**src/sv/stpo_pkg.sv**
```systemverilog
// ----------------------------------------------------------------------------
// stpo_pkg
// Shared types, constants, the hold conversion and the per-slot update
// function of the sustained threshold power-off block.
// ----------------------------------------------------------------------------
package stpo_pkg;

   // field widths and fixed sizes
   localparam int FIELD_SLOTS        = 4;
   localparam int DEFAULT_SLOTS      = 4;
   localparam int VALUE_W            = 24;
   localparam int COUNT_W            = 20;
   localparam int ELAPSED_W          = 22;
   localparam int HOLD_W             = 16;
   localparam int CONTROL_W          = 8;
   localparam int CSR_INDEX_W        = 3;
   localparam int CSR_DATA_W         = 64;

   // register indexes of the configuration port
   typedef enum logic [CSR_INDEX_W-1:0] {
      CSR_THRESHOLD_0  = 3'd0,
      CSR_THRESHOLD_1  = 3'd1,
      CSR_THRESHOLD_2  = 3'd2,
      CSR_THRESHOLD_3  = 3'd3,
      CSR_SLOT_CONTROL = 3'd4,
      CSR_HOLD_MINUTES = 3'd5
   } csr_index_type;

   // input item
   typedef struct packed {
      logic                      tick;
      logic                      arm_shutdown;
      logic                      cancel_shutdown;
      logic [COUNT_W-1:0]        shutdown_seconds;
      logic                      power_is_on;
      logic signed [VALUE_W-1:0] value_0;
      logic signed [VALUE_W-1:0] value_1;
      logic signed [VALUE_W-1:0] value_2;
      logic signed [VALUE_W-1:0] value_3;
   } req_type;

   // result item
   typedef struct packed {
      logic                   power_off;
      logic                   countdown_expired;
      logic [FIELD_SLOTS-1:0] slot_trips;
      logic                   countdown_active;
      logic [COUNT_W-1:0]     countdown_left;
   } rsp_type;

   // configuration registers
   typedef struct packed {
      logic [FIELD_SLOTS-1:0][VALUE_W-1:0] threshold;
      logic [CONTROL_W-1:0]                slot_control;
      logic [FIELD_SLOTS-1:0][HOLD_W-1:0]  hold_minutes;
   } cfg_type;

   // shutdown countdown state
   typedef struct packed {
      logic               on;
      logic [COUNT_W-1:0] count;
   } countdown_type;

   // one slot's new state and trip flag
   typedef struct packed {
      logic                 trip;
      logic                 timing;
      logic [ELAPSED_W-1:0] elapsed;
   } slot_type;

   // hold minutes to seconds: h*64 - h*4
   function automatic logic [ELAPSED_W-1:0] hold_seconds(input logic [HOLD_W-1:0] minutes);
      logic [ELAPSED_W-1:0] wide;
      wide = {{(ELAPSED_W-HOLD_W){1'b0}}, minutes};
      return (wide << 6) - (wide << 2);
   endfunction

   // one tick of one condition slot
   function automatic slot_type slot_step(
      input logic                 enabled,
      input logic                 run,
      input logic                 met,
      input logic [ELAPSED_W-1:0] hold,
      input logic                 timing,
      input logic [ELAPSED_W-1:0] elapsed
   );
      slot_type             res;
      logic [ELAPSED_W-1:0] inc;
      res.trip    = 1'b0;
      res.timing  = timing;
      res.elapsed = elapsed;
      inc         = (elapsed == {ELAPSED_W{1'b1}}) ? elapsed : elapsed + 1'b1;
      if (!enabled) begin
         res.timing  = 1'b0;
         res.elapsed = '0;
      end else if (run) begin
         if (!met) begin
            res.timing  = 1'b0;
            res.elapsed = '0;
         end else if (!timing) begin
            res.timing  = 1'b1;
            res.elapsed = '0;
         end else if (inc >= hold) begin
            res.trip    = 1'b1;
            res.timing  = 1'b0;
            res.elapsed = '0;
         end else begin
            res.elapsed = inc;
         end
      end
      return res;
   endfunction

endpackage

```
**src/sv/sustained_threshold_power_off_core.sv**
```systemverilog
// ----------------------------------------------------------------------------
// sustained_threshold_power_off_core
// Shutdown countdown and sustained-threshold watch over condition slots.
// ----------------------------------------------------------------------------
// Usage:
//   req_*  : one item per second: tick, arm/cancel of the shutdown countdown,
//            countdown length, power state and one measured value per slot.
//   rsp_*  : one result per item: power-off request, countdown expiry, slot
//            trips, and the countdown state after the item.
//   csr_*  : write-only register port; write only while the block is idle.
//   A req transfer passes the compute stage and the output register before
//   rsp_valid. One item per cycle is sustained while results are taken: the
//   state row is read from the state memory on transfer and written back as
//   the stage advances, with the written row forwarded to the next item.
//   A stalled receiver holds the result in the output register; one more
//   item is taken into the compute stage and then req_ready drops until the
//   output register is freed.
//   Reset clears the valid and control registers and marks the state row
//   unwritten, which reads as all zero state (countdown off, slots idle). No clearing pass.
// ----------------------------------------------------------------------------
module sustained_threshold_power_off_core #(
   parameter int SLOTS = stpo_pkg::DEFAULT_SLOTS
) (
   input  logic                               clock,
   input  logic                               reset,
   input  logic                               req_valid,
   output logic                               req_ready,
   input  stpo_pkg::req_type                  req_data,
   output logic                               rsp_valid,
   input  logic                               rsp_ready,
   output stpo_pkg::rsp_type                  rsp_data,
   input  logic                               csr_we,
   input  logic [stpo_pkg::CSR_INDEX_W-1:0]   csr_index,
   input  logic [stpo_pkg::CSR_DATA_W-1:0]    csr_wdata
);
   import stpo_pkg::*;

   localparam int ROW_W = 1 + COUNT_W + SLOTS + SLOTS * ELAPSED_W;

   cfg_type                            cfg_ff;
   logic                               s1_valid_ff;
   req_type                            s1_req_ff;
   logic [ROW_W-1:0]                   state_mem [1];
   logic                               mem_valid_ff;
   logic [ROW_W-1:0]                   rd_row_ff;
   logic                               rd_ok_ff;
   logic                               fwd_ff;
   logic [ROW_W-1:0]                   wb_row_ff;
   logic                               rsp_valid_ff;
   rsp_type                            rsp_data_ff;

   logic                               req_xfer;
   logic                               s1_adv;
   logic [ROW_W-1:0]                   cur_row;
   logic [ROW_W-1:0]                   nxt_row;
   countdown_type                      cd_cur;
   countdown_type                      cd_nxt;
   logic [SLOTS-1:0]                   timing_cur;
   logic [SLOTS-1:0]                   timing_nxt;
   logic [SLOTS-1:0][ELAPSED_W-1:0]    elapsed_cur;
   logic [SLOTS-1:0][ELAPSED_W-1:0]    elapsed_nxt;
   rsp_type                            rsp_nxt;

   // handshake control
   assign s1_adv    = s1_valid_ff & (~rsp_valid_ff | rsp_ready);
   assign req_ready = ~s1_valid_ff | s1_adv;
   assign req_xfer  = req_valid & req_ready;

   // configuration registers
   always_ff @(posedge clock) begin
      if (reset) begin
         cfg_ff <= '0;
      end else if (csr_we) begin
         case (csr_index)
            CSR_THRESHOLD_0:  cfg_ff.threshold[0] <= csr_wdata[VALUE_W-1:0];
            CSR_THRESHOLD_1:  cfg_ff.threshold[1] <= csr_wdata[VALUE_W-1:0];
            CSR_THRESHOLD_2:  cfg_ff.threshold[2] <= csr_wdata[VALUE_W-1:0];
            CSR_THRESHOLD_3:  cfg_ff.threshold[3] <= csr_wdata[VALUE_W-1:0];
            CSR_SLOT_CONTROL: cfg_ff.slot_control <= csr_wdata[CONTROL_W-1:0];
            CSR_HOLD_MINUTES: cfg_ff.hold_minutes <= csr_wdata;
            default: ;
         endcase
      end
   end

   // compute stage valid and item
   always_ff @(posedge clock) begin
      if (reset) begin
         s1_valid_ff <= 1'b0;
      end else if (req_ready) begin
         s1_valid_ff <= req_valid;
      end
   end

   always_ff @(posedge clock) begin
      if (req_xfer) begin
         s1_req_ff <= req_data;
      end
   end

   // state memory: read on transfer, write back when the stage advances
   always_ff @(posedge clock) begin
      if (s1_adv) begin
         state_mem[0] <= nxt_row;
      end
      if (req_xfer) begin
         rd_row_ff <= state_mem[0];
      end
      if (s1_adv) begin
         wb_row_ff <= nxt_row;
      end
   end

   // row-written flag, read qualifier and forward select
   always_ff @(posedge clock) begin
      if (reset) begin
         mem_valid_ff <= 1'b0;
         rd_ok_ff     <= 1'b0;
         fwd_ff       <= 1'b0;
      end else begin
         if (s1_adv) begin
            mem_valid_ff <= 1'b1;
         end
         if (req_xfer) begin
            rd_ok_ff <= mem_valid_ff;
            fwd_ff   <= s1_adv;
         end
      end
   end

   // current row: forwarded write, stored row, or reset state
   always_comb begin
      if (fwd_ff) begin
         cur_row = wb_row_ff;
      end else if (rd_ok_ff) begin
         cur_row = rd_row_ff;
      end else begin
         cur_row = '0;
      end
   end

   assign cd_cur.on    = cur_row[0];
   assign cd_cur.count = cur_row[COUNT_W:1];
   assign timing_cur   = cur_row[COUNT_W+1 +: SLOTS];
   assign elapsed_cur  = cur_row[ROW_W-1 -: SLOTS*ELAPSED_W];
   assign nxt_row      = {elapsed_nxt, timing_nxt, cd_nxt.count, cd_nxt.on};

   stpo_update #(
      .SLOTS(SLOTS)
   ) u_update (
      .cfg         (cfg_ff),
      .req         (s1_req_ff),
      .cd_cur      (cd_cur),
      .timing_cur  (timing_cur),
      .elapsed_cur (elapsed_cur),
      .cd_nxt      (cd_nxt),
      .timing_nxt  (timing_nxt),
      .elapsed_nxt (elapsed_nxt),
      .rsp         (rsp_nxt)
   );

   // output register
   always_ff @(posedge clock) begin
      if (reset) begin
         rsp_valid_ff <= 1'b0;
      end else if (s1_adv) begin
         rsp_valid_ff <= 1'b1;
      end else if (rsp_ready) begin
         rsp_valid_ff <= 1'b0;
      end
   end

   always_ff @(posedge clock) begin
      if (s1_adv) begin
         rsp_data_ff <= rsp_nxt;
      end
   end

   assign rsp_valid = rsp_valid_ff;
   assign rsp_data  = rsp_data_ff;

`ifndef NO_ASSERTIONS
   // an expired countdown leaves it off and at zero
   a_expired_clears: assert property (@(posedge clock) disable iff (reset)
      rsp_valid && rsp_data.countdown_expired |->
         !rsp_data.countdown_active && (rsp_data.countdown_left == '0))
      else $error("expired countdown still active");

   // power-off request matches its causes
   a_power_off: assert property (@(posedge clock) disable iff (reset)
      rsp_valid |-> rsp_data.power_off ==
         (rsp_data.countdown_expired || (rsp_data.slot_trips != '0)))
      else $error("power_off does not match expiry and trips");

   // a write-back racing a new read is always forwarded
   a_forward: assert property (@(posedge clock) disable iff (reset)
      req_xfer && s1_adv |=> fwd_ff && s1_valid_ff)
      else $error("write-back not forwarded to next item");
`endif

endmodule

```
**src/sv/stpo_update.sv**
```systemverilog
// ----------------------------------------------------------------------------
// stpo_update
// Next-state logic for one item: countdown commands and tick, then every
// condition slot, and the result item.
// ----------------------------------------------------------------------------
module stpo_update #(
   parameter int SLOTS = stpo_pkg::DEFAULT_SLOTS
) (
   input  stpo_pkg::cfg_type                                 cfg,
   input  stpo_pkg::req_type                                 req,
   input  stpo_pkg::countdown_type                           cd_cur,
   input  logic [SLOTS-1:0]                                  timing_cur,
   input  logic [SLOTS-1:0][stpo_pkg::ELAPSED_W-1:0]         elapsed_cur,
   output stpo_pkg::countdown_type                           cd_nxt,
   output logic [SLOTS-1:0]                                  timing_nxt,
   output logic [SLOTS-1:0][stpo_pkg::ELAPSED_W-1:0]         elapsed_nxt,
   output stpo_pkg::rsp_type                                 rsp
);
   import stpo_pkg::*;

   logic                         run;
   countdown_type                cd_cmd;
   logic                         expired;
   logic [COUNT_W-1:0]           cd_dec;
   logic [FIELD_SLOTS-1:0][VALUE_W-1:0] values;
   slot_type                     slot_res [SLOTS];
   logic [SLOTS-1:0]             trips;
   logic [FIELD_SLOTS-1:0]       trips_out;

   assign run    = req.tick & req.power_is_on;
   assign values = {req.value_3, req.value_2, req.value_1, req.value_0};

   // arm wins over cancel, then the tick
   always_comb begin
      cd_cmd = cd_cur;
      if (req.arm_shutdown) begin
         cd_cmd.on    = 1'b1;
         cd_cmd.count = req.shutdown_seconds;
      end else if (req.cancel_shutdown) begin
         cd_cmd.on    = 1'b0;
         cd_cmd.count = '0;
      end
   end

   assign cd_dec = cd_cmd.count - 1'b1;

   always_comb begin
      cd_nxt  = cd_cmd;
      expired = 1'b0;
      if (run && cd_cmd.on && (cd_cmd.count != '0)) begin
         cd_nxt.count = cd_dec;
         if (cd_dec == '0) begin
            expired   = 1'b1;
            cd_nxt.on = 1'b0;
         end
      end
   end

   // condition slots, each independent
   for (genvar i = 0; i < SLOTS; i++) begin : g_slot
      if (i < FIELD_SLOTS) begin : g_field
         logic signed [VALUE_W-1:0] val;
         logic signed [VALUE_W-1:0] thr;
         logic                      met;
         assign val = $signed(values[i]);
         assign thr = $signed(cfg.threshold[i]);
         assign met = cfg.slot_control[FIELD_SLOTS+i] ? (val > thr) : (val < thr);
         assign slot_res[i] = slot_step(cfg.slot_control[i], run, met,
                                        hold_seconds(cfg.hold_minutes[i]),
                                        timing_cur[i], elapsed_cur[i]);
      end else begin : g_spare
         // no value or threshold: always disabled
         assign slot_res[i] = slot_step(1'b0, run, 1'b0, '0,
                                        timing_cur[i], elapsed_cur[i]);
      end
      assign timing_nxt[i]  = slot_res[i].timing;
      assign elapsed_nxt[i] = slot_res[i].elapsed;
      assign trips[i]       = slot_res[i].trip;
   end

   // trip flags of the field slots
   always_comb begin
      trips_out = '0;
      for (int i = 0; i < FIELD_SLOTS; i++) begin
         if (i < SLOTS) begin
            trips_out[i] = trips[i];
         end
      end
   end

   // result item
   assign rsp.power_off         = expired | (|trips);
   assign rsp.countdown_expired = expired;
   assign rsp.slot_trips        = trips_out;
   assign rsp.countdown_active  = cd_nxt.on;
   assign rsp.countdown_left    = cd_nxt.count;

endmodule

```
**config.mk**
```make
export PLATFORM = sky130hd
export DESIGN_NAME = sustained_threshold_power_off_core
export DESIGN_NICKNAME = d
export VERILOG_FILES = /design/src/sv/stpo_pkg.sv /design/src/sv/sustained_threshold_power_off_core.sv /design/src/sv/stpo_update.sv
export SDC_FILE = /design/constraint.sdc
export NUM_CORES = 1
export LEC_CHECK = 0
export BUFFER_PORTS_ARGS = -buffer_cell sky130_fd_sc_hd__buf_2
export CORE_ASPECT_RATIO = 1.2
export CORE_MARGIN = 8
export CORE_UTILIZATION = 60
export CTS_BUF_LIST = sky130_fd_sc_hd__clkbuf_4
export CTS_CLUSTER_DIAMETER = 200
export DETAILED_ROUTE_END_ITERATION = 7
export HOLD_SLACK_MARGIN = 0.03
export PLACE_DENSITY = 0.79
export SLEW_MARGIN = 20
export SYNTH_ARGS = -nofsm -noshare
export SYNTH_HDL_FRONTEND = slang
export SYNTH_SLANG_ARGS = --single-unit
```
**constraint.sdc**
```tcl
create_clock -name clock -period 10.8 [get_ports clock]
set_input_delay 1.62 -clock clock [delete_from_list [all_inputs] [get_ports clock]]
set_output_delay 1.62 -clock clock [all_outputs]
set_load 0.01 [all_outputs]
```
==> results.toml <==
[setup_path]
critPathLaunchType = "flip-flop"
endpoint_kind = "flip-flop"
timing.setup.critical_path_class = "flip-flop to flip-flop"
worstPathMaxFanout = 53
crit_arrival_ns = 7.40
cp_data_required_time_ns = 11.51
r2r_cells = 17

[sta]
hold_viol_final = 0
report.final.slew_viol_count = 0
fin_setup_tns_ns = 0
rsz0062_at_grt = "no"
setup_viol = 0
fin_crit_ns = 6.690
skew_ns = 0.04517
fin_ws_ns = 4.110
finalCritPeriodShare = 0.6195
fmax_mhz = 149.5
relSlewSlack = 0.2886
max_slew.worst_pin.slew_ns = 1.067

[global_route]
grt-ovfl-total = 0
grt_pass1_wl_um = 124400
antenna_found_initial = 4
grt_pass1_vias = 24740
grt_max_degree = 101
grt_usage = 0.2702

[clocking]
post-cts-setup-buffers = 0
clockRootBuffer = "clkbuf_4"
cts_resized = 0
cts_tree = "yes"
cts_max_level = 4
insertion_delay_ns = 0.98
cts.sink_count = 525
cts_hold_buf = 0
path_clk_slew_ns = 0.07
cts_buffers = 136
cts_buffer_depth = 3

[placement]
place_congestion = 0.9340
io_buffers = 220
place_ws_ns = 4.225
dp_hpwl_um = 55680

[floorplan]
start_util = 0.6080
fp.dieW_um = 220.1
core_area_um2 = 49330
rows = 89
design.die.area_um2 = 57430
num_io_pins = 221
fp.dieH_um = 260.9

[logic_synthesis]
ys_ff_latch = 525
yosys.cell_types.count = 92
yosysMostFrequentCell = "nand2_1"
ys.flop_type = "edfxtp_1"
synth_edf_count = 352
yosysWarnings = 0
async_reset_ff_frac = 0
synth.top_cell.area_share = 0.3524
yosysTopAreaCell = "edfxtp_1"
synth_area_um2 = 30000
synth_cells = 3141
ys_top_cells_by_area = "edfxtp_1 35%, dfxtp_1 12%, ha_1 9.8%"
syn_nets = 3568
avgSynthCellArea_um2 = 9.550
synth_top_cells_by_count = "509 x nand2_1, 352 x edfxtp_1, 320 x a21oi_1, 235 x ha_1, 208 x nor2_1"
synth-seq-area-share = 0.4679

[cells_and_area]
final_util = 0.6697
drive_above_1_share = 0.1431
fin_nets = 3793
fillers = 3924
synthToLayoutAreaGrowth_pct = 10.14

[drt]
post-route-drc-count = 0
ant_nets = 0
routed_wl_um = 78270
dr.first_iter.drc_count = 1904
vias = 24720
avgRoutedWirePerCell_um = 19.05
viasPerCell = 6.018
first_pass_iters = 6

[power]
comb_power_share = 0.140
p_int_mw = 3.414
ir_drop_mv = 0.1392
p_clk_frac = 0.374
leakagePower_nw = 12.18
seqPwrFrac = 0.485
power.net_switching_mw = 1.283
switching_share = 0.2732
powerDensity_nw_per_um2 = 142.2

[hold_path]
hold_class = "flip-flop to flip-flop"
hold_depth = 0

[status]
status = "complete, no violations"

[job]
drv_cap = 0
-- logic make-up (layout without fill, tap and decap cells) --
| kind of cell | Yosys count | after routing | share of synthesized area |
|---|---|---|---|
| adders and majority gates | 235 | 235 | 0.09803 |
| xor gates and xnor gates | 160 | 160 | 0.04672 |
| AOI/OAI and AO/OA | 735 | 735 | 0.1543 |
| buffers and inverters | 332 | 657 | 0.04876 |
| DFF | 525 | 525 | 0.4679 |
| and+or+nand+nor | 1147 | 1147 | 0.1818 |
| other | 0 | 5 | 0 |
| muxes | 7 | 7 | 0.002503 |
-- layout make-up --
type,count,area [um^2],share of cell area
antenna,5,12.51,0.0003787
clock buffer,187,1404,0.04249
clock inverter,51,335.3,0.01015
inverter,181,686.9,0.02079
multi-input combinational,2284,14520,0.4396
sequential,525,14040,0.4249
tap,637,797.0,0.02413
timing repair buffer,238,1239,0.03749
-- layout by cell type (no fill, tap or decap), types with 11 or more instances in the layout --
| cell | instances |
|---|---|
| nand2_1 | 509 |
| edfxtp_1 | 352 |
| a21oi_1 | 319 |
| ha_1 | 235 |
| buf_2 | 219 |
| nor2_1 | 208 |
| clkbuf_4 | 187 |
| inv_1 | 180 |
| dfxtp_1 | 171 |
| xnor2_1 | 99 |
| o21ai_0 | 93 |
| nand3_1 | 85 |
| nor3_1 | 66 |
| xor2_1 | 61 |
| a22oi_1 | 59 |
| nand4_1 | 50 |
| nor2b_1 | 43 |
| clkinv_1 | 38 |
| a21o_1 | 35 |
| a22o_1 | 34 |
| a31oi_1 | 32 |
| and2_1 | 28 |
| o21a_1 | 26 |
| nand3b_1 | 24 |
| nand2b_1 | 19 |
| buf_4 | 19 |
| nand4b_1 | 17 |
| a32oi_1 | 15 |
| a31o_2 | 14 |
| nor4_1 | 13 |
| and3_1 | 12 |
| a211oi_1 | 12 |
| or3_1 | 11 |
-- critical path, cell delays in order, from the launching register on --
cell and delay (ns):
dfxtp_2 0.52, nor2b_4 0.57, buf_4 0.69, a22o_1 0.33
nand4_1 0.30, or4b_1 0.74, nand2_2 0.25, xor2_1 0.24
ha_1 0.27, nor2b_1 0.13, o21a_1 0.17, o21a_1 0.16
o311ai_0 0.36, o211ai_1 0.15, nand2_1 0.12, o21a_1 0.74
o32ai_1 0.21, or4_1 0.43
-- metal layers --
metal | GRT usage | up-vias | wire length (um)
li1 | - | 11850 | -
met5 | 0 | - | 11
met4 | 0.1214 | 2 | 2996
met2 | 0.4596 | 973 | 38370
met3 | 0.06210 | 203 | 5364
met1 | 0.3245 | 11690 | 31530
-- power groups by stage --
stage          sequential [mW]  clock (mW)  combinational, mW
2_1_floorplan             2.31           0              0.473
3_3_place_gp              2.32           0              0.624
5_1_grt                   2.29        1.90              0.732
4_1_cts                   2.28        1.80              0.656
3_5_place_dp              2.32           0              0.651
6_report                  2.28        1.76              0.659
-- worst paths after layout --
path / from / to / slack (ns)
hold / removal: state_mem[0][22] / rd_row_ff[22] / 0.43
setup reg to reg: rd_ok_ff / rsp_data[26] / 4.11
hold reg to reg: state_mem[0][22] / rd_row_ff[22] / 0.43
setup / recovery: rd_ok_ff / rsp_data[26] / 4.11
-- flip-flops by register name (all words and copies together), names as in the netlist --
| name | flops |
|---|---|
| cfg_ff | 168 |
| s1_req_ff | 120 |
| rd_row_ff | 113 |
| state_mem | 93 |
| rsp_data | 26 |
| fwd_ff | 1 |
| mem_valid_ff | 1 |
| rd_ok_ff | 1 |
| rsp_valid | 1 |
| s1_valid_ff | 1 |
-- per-stage QoR --
stage	area, um^2	power, mW	cells	hold WS (ns)
floorplan	30000	2.786	3141	0.4268
global placement	31290	2.943	3865	0.4326
detailed placement	31290	2.974	3865	0.4351
CTS	33020	4.738	4103	0.4164
global route	33030	4.916	4106	0.4392
finish	33040	4.697	4108	0.4305
Note: power is estimated with default switching activity, not from simulation.
